File: config.mk
export PLATFORM = sky130hd
export DESIGN_NAME = ipv6_address_text_parser_top
export DESIGN_NICKNAME = d
export VERILOG_FILES = /design/src/rtl/ipv6p_pkg.sv /design/src/rtl/ipv6_address_text_parser_top.sv /design/src/rtl/ipv6p_char_step.sv /design/src/rtl/ipv6p_gap_pack.sv
export SDC_FILE = /design/constraint.sdc
export NUM_CORES = 1
export LEC_CHECK = 0
export BUFFER_PORTS_ARGS = -buffer_cell sky130_fd_sc_hd__buf_2
export CORE_UTILIZATION = 60
export DETAILED_ROUTE_END_ITERATION = 8
export HOLD_SLACK_MARGIN = 0.15
export MAX_ROUTING_LAYER = met4
export PLACE_DENSITY = 0.79
export SLEW_MARGIN = 20
export SYNTH_ARGS = -nofsm -noshare
export SYNTH_HDL_FRONTEND = slang
export SYNTH_SLANG_ARGS = --single-unit
File: constraint.sdc
create_clock -name clk -period 9.6 [get_ports clk]
set_input_delay 1.92 -clock clk [delete_from_list [all_inputs] [get_ports clk]]
set_output_delay 1.92 -clock clk [all_outputs]
set_load 0.005 [all_outputs]
File: src/rtl/ipv6p_pkg.sv
// Shared types and constants for the IPv6 address text parser.
// Used by ipv6p_char_step, ipv6p_gap_pack and ipv6_address_text_parser_top.
package ipv6p_pkg;

  localparam int GROUPS      = 8;
  localparam int GROUP_W     = 16;
  localparam int GROUP_IDX_W = $clog2(GROUPS);
  localparam int CNT_W       = GROUP_IDX_W + 1;
  localparam int ADDR_HALF_W = 64;
  localparam int OUT_DATA_W  = 136;

  localparam logic [7:0] CHAR_COLON = 8'h3a;

  typedef enum logic [2:0] {
    ST_OK          = 3'd0,
    ST_BAD_CHAR    = 3'd1,
    ST_OVERFLOW    = 3'd2,
    ST_BAD_COLON   = 3'd3,
    ST_GROUP_COUNT = 3'd4
  } status_t;

  typedef enum logic [1:0] {
    RUN_NONE = 2'd0,
    RUN_ONE  = 2'd1,
    RUN_TWO  = 2'd2
  } colon_run_t;

  typedef logic [GROUP_W-1:0] group_t;
  typedef logic [GROUPS-1:0][GROUP_W-1:0] store_t;

  // Snapshot of a finished text, handed from the character stage to the packer.
  typedef struct packed {
    status_t            status;
    store_t             store;
    logic [CNT_W-1:0]   cnt;
    logic [CNT_W-1:0]   gap;
    logic               seen;
  } finish_t;

endpackage

File: src/rtl/ipv6_address_text_parser_top.sv
// Top level of the IPv6 address text parser.
// Instantiates ipv6p_char_step and ipv6p_gap_pack; depends on ipv6p_pkg.
//
// Usage:
//   The slave channel takes one ASCII character of an address text per word,
//   with s_tlast marking the final character. The master channel gives one
//   word per text: a status code and the 128-bit address, which is zero on
//   any error.
//   Throughput is one character per cycle while s_tready is high; each
//   character updates the group accumulator and store in the cycle it is accepted.
//   After the last character is accepted, the result word passes the finish
//   snapshot register and then the gap-expansion output register.
//   When the receiver stalls, the result waits in the output register and one
//   more finished text can wait behind it; while that finished text is held
//   back, s_tready is low and no character is taken until the output register
//   frees.
//   Reset (rst, synchronous) clears the parsing state and both valid flags;
//   nothing else needs clearing.
module ipv6_address_text_parser_top import ipv6p_pkg::*; (
  input  logic                  clk,
  input  logic                  rst,
  input  logic                  s_tvalid,
  output logic                  s_tready,
  input  logic [7:0]            s_tdata,   // [7:0] text_char
  input  logic                  s_tlast,   // last_char
  output logic                  m_tvalid,
  input  logic                  m_tready,
  output logic [OUT_DATA_W-1:0] m_tdata    // [2:0] parse_status, [66:3] addr_high,
                                           // [130:67] addr_low, rest zero
);

  logic    accept;
  logic    fin_valid;
  logic    fin_ready;
  finish_t fin;

  assign s_tready = !fin_valid || fin_ready;
  assign accept   = s_tvalid && s_tready;

  ipv6p_char_step u_step (
    .clk       (clk),
    .rst       (rst),
    .accept    (accept),
    .text_char (s_tdata),
    .last_char (s_tlast),
    .fin_take  (fin_ready),
    .fin_valid (fin_valid),
    .fin       (fin)
  );

  ipv6p_gap_pack u_pack (
    .clk       (clk),
    .rst       (rst),
    .fin_valid (fin_valid),
    .fin       (fin),
    .fin_ready (fin_ready),
    .m_tvalid  (m_tvalid),
    .m_tready  (m_tready),
    .m_tdata   (m_tdata)
  );

  a_no_overrun: assert property (@(posedge clk) disable iff (rst)
    fin_valid && !fin_ready |-> !s_tready)
    else $error("input accepted while a finished text is blocked");

endmodule

File: src/rtl/ipv6p_char_step.sv
// Per-character parsing state: hex group accumulation, colon tracking and group store.
// Produces a finish snapshot on the last character. Depends on ipv6p_pkg.
module ipv6p_char_step import ipv6p_pkg::*; (
  input  logic       clk,
  input  logic       rst,
  input  logic       accept,
  input  logic [7:0] text_char,
  input  logic       last_char,
  input  logic       fin_take,
  output logic       fin_valid,
  output finish_t    fin
);

  group_t           acc, acc_next;
  logic [CNT_W-1:0] cnt, cnt_next;
  colon_run_t       run, run_next;
  logic [CNT_W-1:0] gap, gap_next;
  logic             seen, seen_next;
  status_t          err, err_next;
  logic [1:0]       pos, pos_next;
  store_t           store, store_next;

  logic                   close_en;
  logic                   wr_en;
  logic [GROUP_IDX_W-1:0] wr_idx;
  group_t                 wr_data;
  logic [4:0]             hex;

  function automatic logic [4:0] hex_decode(input logic [7:0] c);
    logic [7:0] d;
    d = 8'h00;
    case (c) inside
      ["0":"9"]: begin
        d = c - 8'h30;
        return {1'b1, d[3:0]};
      end
      ["a":"f"]: begin
        d = c - 8'h57;
        return {1'b1, d[3:0]};
      end
      ["A":"F"]: begin
        d = c - 8'h37;
        return {1'b1, d[3:0]};
      end
      default: return 5'd0;
    endcase
  endfunction

  always_comb begin
    acc_next  = acc;
    cnt_next  = cnt;
    run_next  = run;
    gap_next  = gap;
    seen_next = seen;
    err_next  = err;
    pos_next  = pos;
    close_en  = 1'b0;
    wr_en     = 1'b0;
    wr_idx    = cnt[GROUP_IDX_W-1:0];
    wr_data   = acc;
    hex       = hex_decode(text_char);

    // Once an error is recorded the text is only counted until its end.
    if (err == ST_OK) begin
      if (text_char == CHAR_COLON) begin
        unique case (run)
          RUN_NONE: begin
            if (pos != 2'd0) close_en = 1'b1;
            run_next = RUN_ONE;
          end
          RUN_ONE: begin
            if (seen) begin
              err_next = ST_BAD_COLON;
            end else begin
              seen_next = 1'b1;
              gap_next  = cnt;
              run_next  = RUN_TWO;
            end
          end
          default: err_next = ST_BAD_COLON;
        endcase
      end else if (run == RUN_ONE && pos == 2'd1) begin
        // A leading colon must be followed by a second one.
        err_next = ST_BAD_COLON;
      end else if (!hex[4]) begin
        err_next = ST_BAD_CHAR;
      end else begin
        if (acc[GROUP_W-1:GROUP_W-4] != 4'd0) begin
          err_next = ST_OVERFLOW;
        end else begin
          acc_next = {acc[GROUP_W-5:0], hex[3:0]};
        end
        run_next = RUN_NONE;
      end
    end
    if (pos != 2'd2) pos_next = pos + 2'd1;

    if (last_char && err_next == ST_OK) begin
      if (run_next == RUN_ONE) begin
        err_next = ST_BAD_COLON;
      end else if (run_next == RUN_NONE) begin
        close_en = 1'b1;
      end
    end

    // The closed group includes a digit taken in this same cycle.
    if (close_en) begin
      if (cnt_next >= CNT_W'(GROUPS)) begin
        err_next = ST_GROUP_COUNT;
      end else begin
        wr_en    = 1'b1;
        wr_idx   = cnt_next[GROUP_IDX_W-1:0];
        wr_data  = acc_next;
        cnt_next = cnt_next + CNT_W'(1);
        acc_next = '0;
      end
    end

    // The gap must stand for at least one group; without it all groups are needed.
    if (last_char && err_next == ST_OK) begin
      if (seen_next && cnt_next > CNT_W'(GROUPS - 1)) err_next = ST_GROUP_COUNT;
      if (!seen_next && cnt_next != CNT_W'(GROUPS)) err_next = ST_GROUP_COUNT;
    end

    store_next = store;
    if (wr_en) store_next[wr_idx] = wr_data;
  end

  // Group store entries past the count are never read, so the store needs no reset.
  always_ff @(posedge clk) begin
    if (accept && wr_en) store[wr_idx] <= wr_data;
  end

  always_ff @(posedge clk) begin
    if (rst) begin
      acc  <= '0;
      cnt  <= '0;
      run  <= RUN_NONE;
      gap  <= '0;
      seen <= 1'b0;
      err  <= ST_OK;
      pos  <= 2'd0;
    end else if (accept) begin
      if (last_char) begin
        acc  <= '0;
        cnt  <= '0;
        run  <= RUN_NONE;
        gap  <= '0;
        seen <= 1'b0;
        err  <= ST_OK;
        pos  <= 2'd0;
      end else begin
        acc  <= acc_next;
        cnt  <= cnt_next;
        run  <= run_next;
        gap  <= gap_next;
        seen <= seen_next;
        err  <= err_next;
        pos  <= pos_next;
      end
    end
  end

  always_ff @(posedge clk) begin
    if (rst) begin
      fin_valid <= 1'b0;
    end else if (accept && last_char) begin
      fin_valid <= 1'b1;
    end else if (fin_take) begin
      fin_valid <= 1'b0;
    end
  end

  always_ff @(posedge clk) begin
    if (accept && last_char) begin
      fin.status <= err_next;
      fin.store  <= store_next;
      fin.cnt    <= cnt_next;
      fin.gap    <= gap_next;
      fin.seen   <= seen_next;
    end
  end

  a_cnt_range: assert property (@(posedge clk) disable iff (rst)
    cnt <= CNT_W'(GROUPS))
    else $error("group count beyond the address size");

  a_gap_range: assert property (@(posedge clk) disable iff (rst)
    gap <= cnt)
    else $error("gap start lies past the stored groups");

  a_fin_load: assert property (@(posedge clk) disable iff (rst)
    accept && last_char |=> fin_valid)
    else $error("last character did not produce a finish snapshot");

endmodule

File: src/rtl/ipv6p_gap_pack.sv
// Expands the '::' gap of a finished text into the 128-bit address and holds the result word.
// Depends on ipv6p_pkg.
module ipv6p_gap_pack import ipv6p_pkg::*; (
  input  logic                  clk,
  input  logic                  rst,
  input  logic                  fin_valid,
  input  finish_t               fin,
  output logic                  fin_ready,
  output logic                  m_tvalid,
  input  logic                  m_tready,
  output logic [OUT_DATA_W-1:0] m_tdata
);

  store_t           addr;
  logic [CNT_W-1:0] tail;
  logic [CNT_W-1:0] base;
  logic [CNT_W-1:0] jj;
  status_t          status_q;
  logic [2*ADDR_HALF_W-1:0] addr_q;

  always_comb begin
    tail = fin.cnt - fin.gap;
    base = CNT_W'(GROUPS) - tail;
    jj   = '0;
    for (int j = 0; j < GROUPS; j++) begin
      jj = CNT_W'(j);
      if (fin.status != ST_OK) begin
        addr[j] = '0;
      end else if (!fin.seen || jj < fin.gap) begin
        addr[j] = fin.store[j];
      end else if (jj >= base) begin
        addr[j] = fin.store[GROUP_IDX_W'(fin.gap + jj - base)];
      end else begin
        addr[j] = '0;
      end
    end
  end

  assign fin_ready = !m_tvalid || m_tready;

  always_ff @(posedge clk) begin
    if (rst) begin
      m_tvalid <= 1'b0;
    end else if (fin_ready) begin
      m_tvalid <= fin_valid;
    end
  end

  // Group 0 is the most significant group of the high half.
  always_ff @(posedge clk) begin
    if (fin_valid && fin_ready) begin
      status_q <= fin.status;
      for (int j = 0; j < GROUPS; j++) begin
        addr_q[(GROUPS-1-j)*GROUP_W +: GROUP_W] <= addr[j];
      end
    end
  end

  assign m_tdata = {5'd0, addr_q[ADDR_HALF_W-1:0], addr_q[2*ADDR_HALF_W-1:ADDR_HALF_W],
                    status_q};

  a_err_zero: assert property (@(posedge clk) disable iff (rst)
    m_tvalid && m_tdata[2:0] != ST_OK |-> m_tdata[OUT_DATA_W-1:3] == '0)
    else $error("error result carries a nonzero address");

  a_status_range: assert property (@(posedge clk) disable iff (rst)
    m_tvalid |-> m_tdata[2:0] <= ST_GROUP_COUNT)
    else $error("result status outside the defined codes");

endmodule

# After elaboration in Yosys (flattened, before gate mapping)
# Index checks and enable logic that the tools add are counted.
dict set report word_totals {
  out_inout_bits 138
  in_bits 13
  regBits 433
  elab_cells 227
}
dict set report op_classes {
  muxes 96
  reduce_logical 38
  magnitude_cmp 34
  n_eq_ne 6
  addsub 22
}
# operator count
set ops {}
lappend ops {{16-bit 2-to-1 mux} 35}
lappend ops {{16-bit binary-select mux with 3-bit select} 8}
lappend ops {{128-bit bitwise mux} 1}
lappend ops {{128-bit 2-to-1 mux} 1}
lappend ops {{16-bit demux with 3-bit select} 1}
lappend ops {{3-bit 2-to-1 mux} 14}
lappend ops {{3-bit by 4-bit < comparator with 1-bit output (second input constant)} 9}
lappend ops {{4-bit 2-to-1 mux} 8}
lappend ops {{3-bit subtractor} 8}
lappend ops {{3-bit by 4-bit >= comparator with 1-bit output (first input constant)} 4}
lappend ops {{8-bit by 7-bit >= comparator with 1-bit output (second input constant)} 2}
lappend ops {{8-bit by 7-bit less-or-equal comparator with 1-bit output (second input constant)} 2}
lappend ops {{3-bit by 4-bit < comparator with 1-bit output (first input constant)} 4}
lappend ops {{2-bit 2-to-1 mux} 8}
lappend ops {{1-bit 2-to-1 mux} 15}
lappend ops {{5-bit 2-to-1 mux} 3}
lappend ops {{1-bit logical AND} 13}
lappend ops {{3-bit adder (second input constant)} 4}
lappend ops {{1-bit logical OR} 10}
lappend ops {{3-bit zero test} 3}
lappend ops {{8-bit by 6-bit equality test with 1-bit output (second input constant)} 1}
lappend ops {{1-bit by 4-bit >= comparator with 1-bit output (first input constant)} 2}
lappend ops {{2-bit by 4-bit >= comparator with 1-bit output (first input constant)} 2}
lappend ops {{8-bit by 6-bit >= comparator with 1-bit output (second input constant)} 1}
lappend ops {{25 further kinds} 37}

# Logic depth before layout (Yosys ltp)
dict set report depth {
  word_depth 20
  mapped_depth 16
  depth_no_buf 14
}

# Modules after synthesis
# Synthesis repeated with hierarchy kept, for this count alone.
dict set report hier_totals {
  hier_cells 1777
  area_unflattened_um2 22904.5
}
# module cells_per_inst instances area_each_um2 seq_area_each_um2
set modules_own_cells {}
lappend modules_own_cells {ipv6p_char_step 1102 1 12670.9 8708.4}
lappend modules_own_cells {ipv6p_gap_pack 673 1 10211.0 3953.8}
lappend modules_own_cells {ipv6_address_text_parser_top 2 1 22.5 0.0}

# Worst setup path before layout
# OpenSTA, ideal clock, no wires.
dict set report synth_timing {
  path_type {input to register}
  start {input port m_tready}
  end {register u_pack.addr_q[0], enable pin}
  n_path_buf 0
  path_slack_ns 1.184
  setup_time_ns 0.639
  cell_stages 2
  arrival_ns 7.777
  required_ns 8.961
  cell_sequence {nor2b_1 > nor2b_1}
}
dict set report synth_between {
  elab_chain_len 2
}
# item line
set synth_rtl {}
lappend synth_rtl {{from (decl)} ipv6_address_text_parser_top.sv:27} ;# input logic m_tready,
lappend synth_rtl {{1-bit logical OR} ipv6p_gap_pack.sv:39} ;# assign fin_ready = !m_tvalid || m_tready;
lappend synth_rtl {{1-bit logical AND} ipv6p_gap_pack.sv:51} ;# if (fin_valid && fin_ready) begin
lappend synth_rtl {{to (signal, indexed assignment)} ipv6p_gap_pack.sv:54} ;# addr_q[(GROUPS-1-j)*GROUP_W +: GROUP_W] <= addr[j];
lappend synth_rtl {{to (decl)} ipv6p_gap_pack.sv:19} ;# logic [2*ADDR_HALF_W-1:0] addr_q;
# Every way passes these cells.
# A chain may end at the register's enable or synchronous reset.

# Final worst setup path
dict set report layout_timing {
  start {input port s_tdata[7]}
  end {register u_step.store[100] in the netlist's numbering, enable pin}
}
dict set report layout_between {
  elab_chain_len 15
  word_cells_on_any_way 32
  cone_classes {6 x order compare; 2 x eq/ne; 17 x mux; 7 x reduce/logical}
}
# item line
set layout_rtl {}
lappend layout_rtl {{from (decl)} ipv6_address_text_parser_top.sv:24} ;# input logic [7:0] s_tdata,
lappend layout_rtl {{8-bit by 7-bit >= comparator with 1-bit output (not written as such) or 8-bit by 7-bit less-or-equal comparator with 1-bit output (tied branches)} ipv6p_char_step.sv:61} ;# hex = hex_decode(text_char);
lappend layout_rtl {{1-bit logical AND (not written as such)} ipv6p_char_step.sv:61}
lappend layout_rtl {{5-bit 2-to-1 mux (3 in a row)} ipv6p_char_step.sv:32} ;# case (c) inside
lappend layout_rtl {{2-bit 2-to-1 mux} ipv6p_char_step.sv:85} ;# end else if (!hex[4]) begin
lappend layout_rtl {{2-bit 2-to-1 mux} ipv6p_char_step.sv:82} ;# end else if (run == RUN_ONE && pos == 2'd1) begin
lappend layout_rtl {{2-bit 2-to-1 mux} ipv6p_char_step.sv:65} ;# if (text_char == CHAR_COLON) begin
lappend layout_rtl {{2-bit 2-to-1 mux} ipv6p_char_step.sv:64} ;# if (err == ST_OK) begin
lappend layout_rtl {{2-bit zero test} ipv6p_char_step.sv:101} ;# end else if (run_next == RUN_NONE) begin
lappend layout_rtl {{1-bit 2-to-1 mux} ipv6p_char_step.sv:101}
lappend layout_rtl {{1-bit 2-to-1 mux} ipv6p_char_step.sv:99} ;# if (run_next == RUN_ONE) begin
lappend layout_rtl {{1-bit 2-to-1 mux (*)} ipv6p_char_step.sv:98} ;# if (last_char && err_next == ST_OK) begin
lappend layout_rtl {{1-bit 2-to-1 mux (*)} ipv6p_char_step.sv:107} ;# if (close_en) begin
lappend layout_rtl {{1-bit logical AND (*)} ipv6p_char_step.sv:131} ;# if (accept && wr_en) store[wr_idx] <= wr_data;
lappend layout_rtl {{to (signal, indexed assignment)} ipv6p_char_step.sv:131}
lappend layout_rtl {{to (decl)} ipv6p_char_step.sv:21} ;# store_t store, store_next;
# Every way passes the cells marked *; elsewhere a longest branch is shown, timed or not.

==> metrics.md <==
| Metric | Value |
|---|---|
| Status | finished clean |
| Total grt overflow | 0 |
| Fmax | between 150 and 200 MHz |
| Clock buffer depth | 3 |
| Post-synthesis mux area share | 12.3% |
| Initial core utilization | 61.2% |
| Xor/xnor share of the synthesized area | less than 1% |
| Final hold vios | 0 |
| Synth Area in Adders | 1.43% |
| Wire per inst | 24.1 um |
| Post-synth ARST share | 0% |
| CP Capture Type | flop |
| Arr. time, crit path | roughly 6000 ps |
| Cells after Synth | about 2,200 |
| Sink Count | about 430 |
| Post-route setup slack | about 3800 ps |
| Worst Path Required | roughly 10000 ps |
| Max-slew violation count | 0 |
| Post-CTS sizing | 0 |
| Worst path max stage delay | 830 ps |
| Reg clk slew, reported paths | approximately 60 ps |
| Warnings, synthesis | 0 |
| Cell area power density | 170 nW/um^2 |
| Critical Path, Cell by Cell | buf_2 > or4bb_1 > a21oi_2 > or2_2 > a31oi_1 > o31ai_2 > nand3_1 > inv_4 > buf_4 |
| Setup bufs post-CTS | 0 |
| Synth Flop Type | edfxtp_1 |
| GRT Util Overall | 35.4% |
| Leakage | ~0.0094 uW |
| DP HPWL | about 44,000 um |
| CP max stage cell | inv_4 |
| Detailed-route DRC error count | 0 |
| Combinational family with the most area after synthesis | compound AO/OA/AOI/OAI gates |
| Tightest Pin Transition | 1150 ps |
| Avg Cell Area, Syn | 10.6 um^2 |
| Synth Area in Compound Gates | 14.3% |
| Final Net Count | around 2,300 |
| Pre-CTS WS | between 3000 and 4000 ps |
| Number of synthesized register bits | about 430 |
| N_diodes | 0 |
| I/O pins | 151 |
| FP Rows | slightly above 70 |
| H-tree levels | 2 |
| Netlist cell types | between 60 and 70 |
| PortBufs | roughly 150 |
| Drt first pass iters | 6 |
| HP Start | u_step.fin_valid |
| Crit share post-route | 60.0% |
| Fraction of layout cells with a size suffix above 1 | 17.6% |
| Clock Tree Root | clkbuf_16 |
| VDD IR max | about 0.00012 V |
| P_sw | 1160 uW |
| Switching Share | 26.5% |
| DRT Wirelength | approximately 67,000 um |
| FF-to-FF Start | u_step.fin[5] |
| Worst min path class | flop to flop |
| Antenna violations before repair | 0 |
| Internal cell power | ~3200 uW |
| CTS Hold Buffers Added | 0 |
| Syn-to-layout area delta | 10.7% |
| Startpoint Class | primary input |
| Largest net degree at the start of global routing | 90 |
| Final Skew | approximately 11 ps |
| Simple logic cell fraction of the synthesized area | 12.8% |
| Crit path from | s_tdata[7] |
| Combinational share of power | 14.4% |
| CTS tree | done |
| # setup viols final | 0 |
| Top cells by area, synth | edfxtp_1 (52%), mux4_2 (8.2%), nand2_1 (7.8%), o21ai_0 (5.4%), a21oi_1 (3.3%) |
| Cell Area, Synth | ~23,000 um^2 |
| Slew margin rel. | a little under a quarter |
| DRT antenna net count | 0 |
| RSZ-0062 raised after global routing | no |
| Cell taking the most area after synthesis | edfxtp_1 |
| GP Congestion | just under 1 |
| Width of the die | slightly below 200 um |
| Clock Power Share | a little under two fifths |
| Crit Path Class | primary input to flop |
| Via density per instance | about 6.6 |
| DR iter-0 viols | 2,425 |
| Setup TNS | 0 ps |
| EDFF count, synth | 399 |
| Max Cap Viol | 0 |
| Total die area | about 39,000 um^2 |
| Clk_lat worst skew | between 500 and 600 ps |
| Seq pwr share | around 48% |
| Post-synth top area share | 51.7% |
| Vias in the first global route | between 15,000 and 20,000 |
| Post-layout minimum cycle time | between 5000 and 6000 ps |
| Commonest cells in the netlist | nand2_1 (480), edfxtp_1 (399), o21ai_0 (250) |
| First-pass GRT wire length | between 100,000 and 150,000 um |
| Die H | about 200 um |
| Sequential fraction of the synthesis area | a little over half |
| TritonCTS Buffers | 42 |
| Top-count cell post-synth | nand2_1 |
| Core Area | about 38,000 um^2 |
| CP Max Fanout | a little over 80 |
| Vias | ~18,000 |
## cells in the final DEF, fill, tap and decap left out, drive strengths merged, types with 4 or more instances in the layout
cell	n
a22oi	76
or4	4
nand3	8
mux2i	59
fa	4
clkbuf	58
o31ai	4
ha	20
or4b	4
a31oi	9
or3	16
nand2b	6
clkinv	13
conb	5
a21oi	160
edfxtp	399
a32o	4
dfxtp	34
nor3	12
and2	5
mux4	84
nor2	181
nor2b	4
buf	179
a22o	12
xnor2	15
mux2	31
nand2	480
xor2	9
o21ai	308
inv	31
## power groups by stage
stage / registers [uW] / logic, uW / clock network [uW]
finish: 2110 / 631 / 1630
global route: 2110 / 675 / 1710
CTS: 2110 / 609 / 1640
detailed placement: 2150 / 605 / 0
global placement: 2150 / 594 / 0
floorplan: 2140 / 430 / 0
## sequential cells by signal, indices dropped and copies added, names as in the netlist
name / cells
u_step.fin_valid: 1
u_step.cnt: 4
u_step.fin: 140
u_pack.m_tvalid: 1
u_step.seen: 1
u_step.gap: 4
u_pack.status_q: 3
u_step.acc: 16
u_step.pos: 2
u_step.err: 3
u_pack.addr_q: 128
u_step.store: 128
u_step.run: 2
## final cells by class
type	count	area (um^2)
inverter	29	114
multi-input combinational	1549	9890
clock buffer	58	1130
sequential	433	12700
fill	2801	12200
timing repair buffer	179	981
tap	511	639
clock inverter	20	216
## stage by stage
stage / hold WS (ps) / utilization, % / instances / instance area (um^2) / total power [uW]
after floorplan: 417 / - / 2195 / 23200 / 2570
after global placement: 486 / 64.0 / 2701 / 24200 / 2740
after detailed placement: 492 / 64.0 / 2701 / 24200 / 2760
after CTS: 512 / 67.6 / 2779 / 25600 / 4360
after global routing: 520 / 67.7 / 2779 / 25600 / 4500
final: 511 / 67.7 / 2779 / 25600 / 4370
## layer usage
metal,share of wire [%],GRT usage [%],routed length (um),vias to the layer above
met5,0,-,0,-
met1,40,50.5,26700,8746
met3,13,7.90,9000,192
met4,3.9,13.5,2640,0
li1,-,-,-,8059
met2,43,49.4,28600,1377
## critical path, delay by kind of cell
kind,cells,cell delay [ps]
compound gates,3,1160
buf+inv,3,1600
simple gates,3,1200
## final timing paths
kind                                          end  slack (ps)  cells past startpoint
worst max-delay path            u_step.store[100]        3840                      9
worst min-delay path              u_pack.m_tvalid         510                      2
worst max register to register  u_pack.addr_q[49]        4150                     12
worst min register to register    u_pack.m_tvalid         510                      2
## kinds of logic after synthesis
logic type / Yosys count
mux: 174
other cells: 1
flops: 433
simple gates: 734
compound gates: 588
buf+inv: 213
xor+xnor: 24
fa+ha+maj: 24
Note: power is estimated with default switching activity, not from simulation.
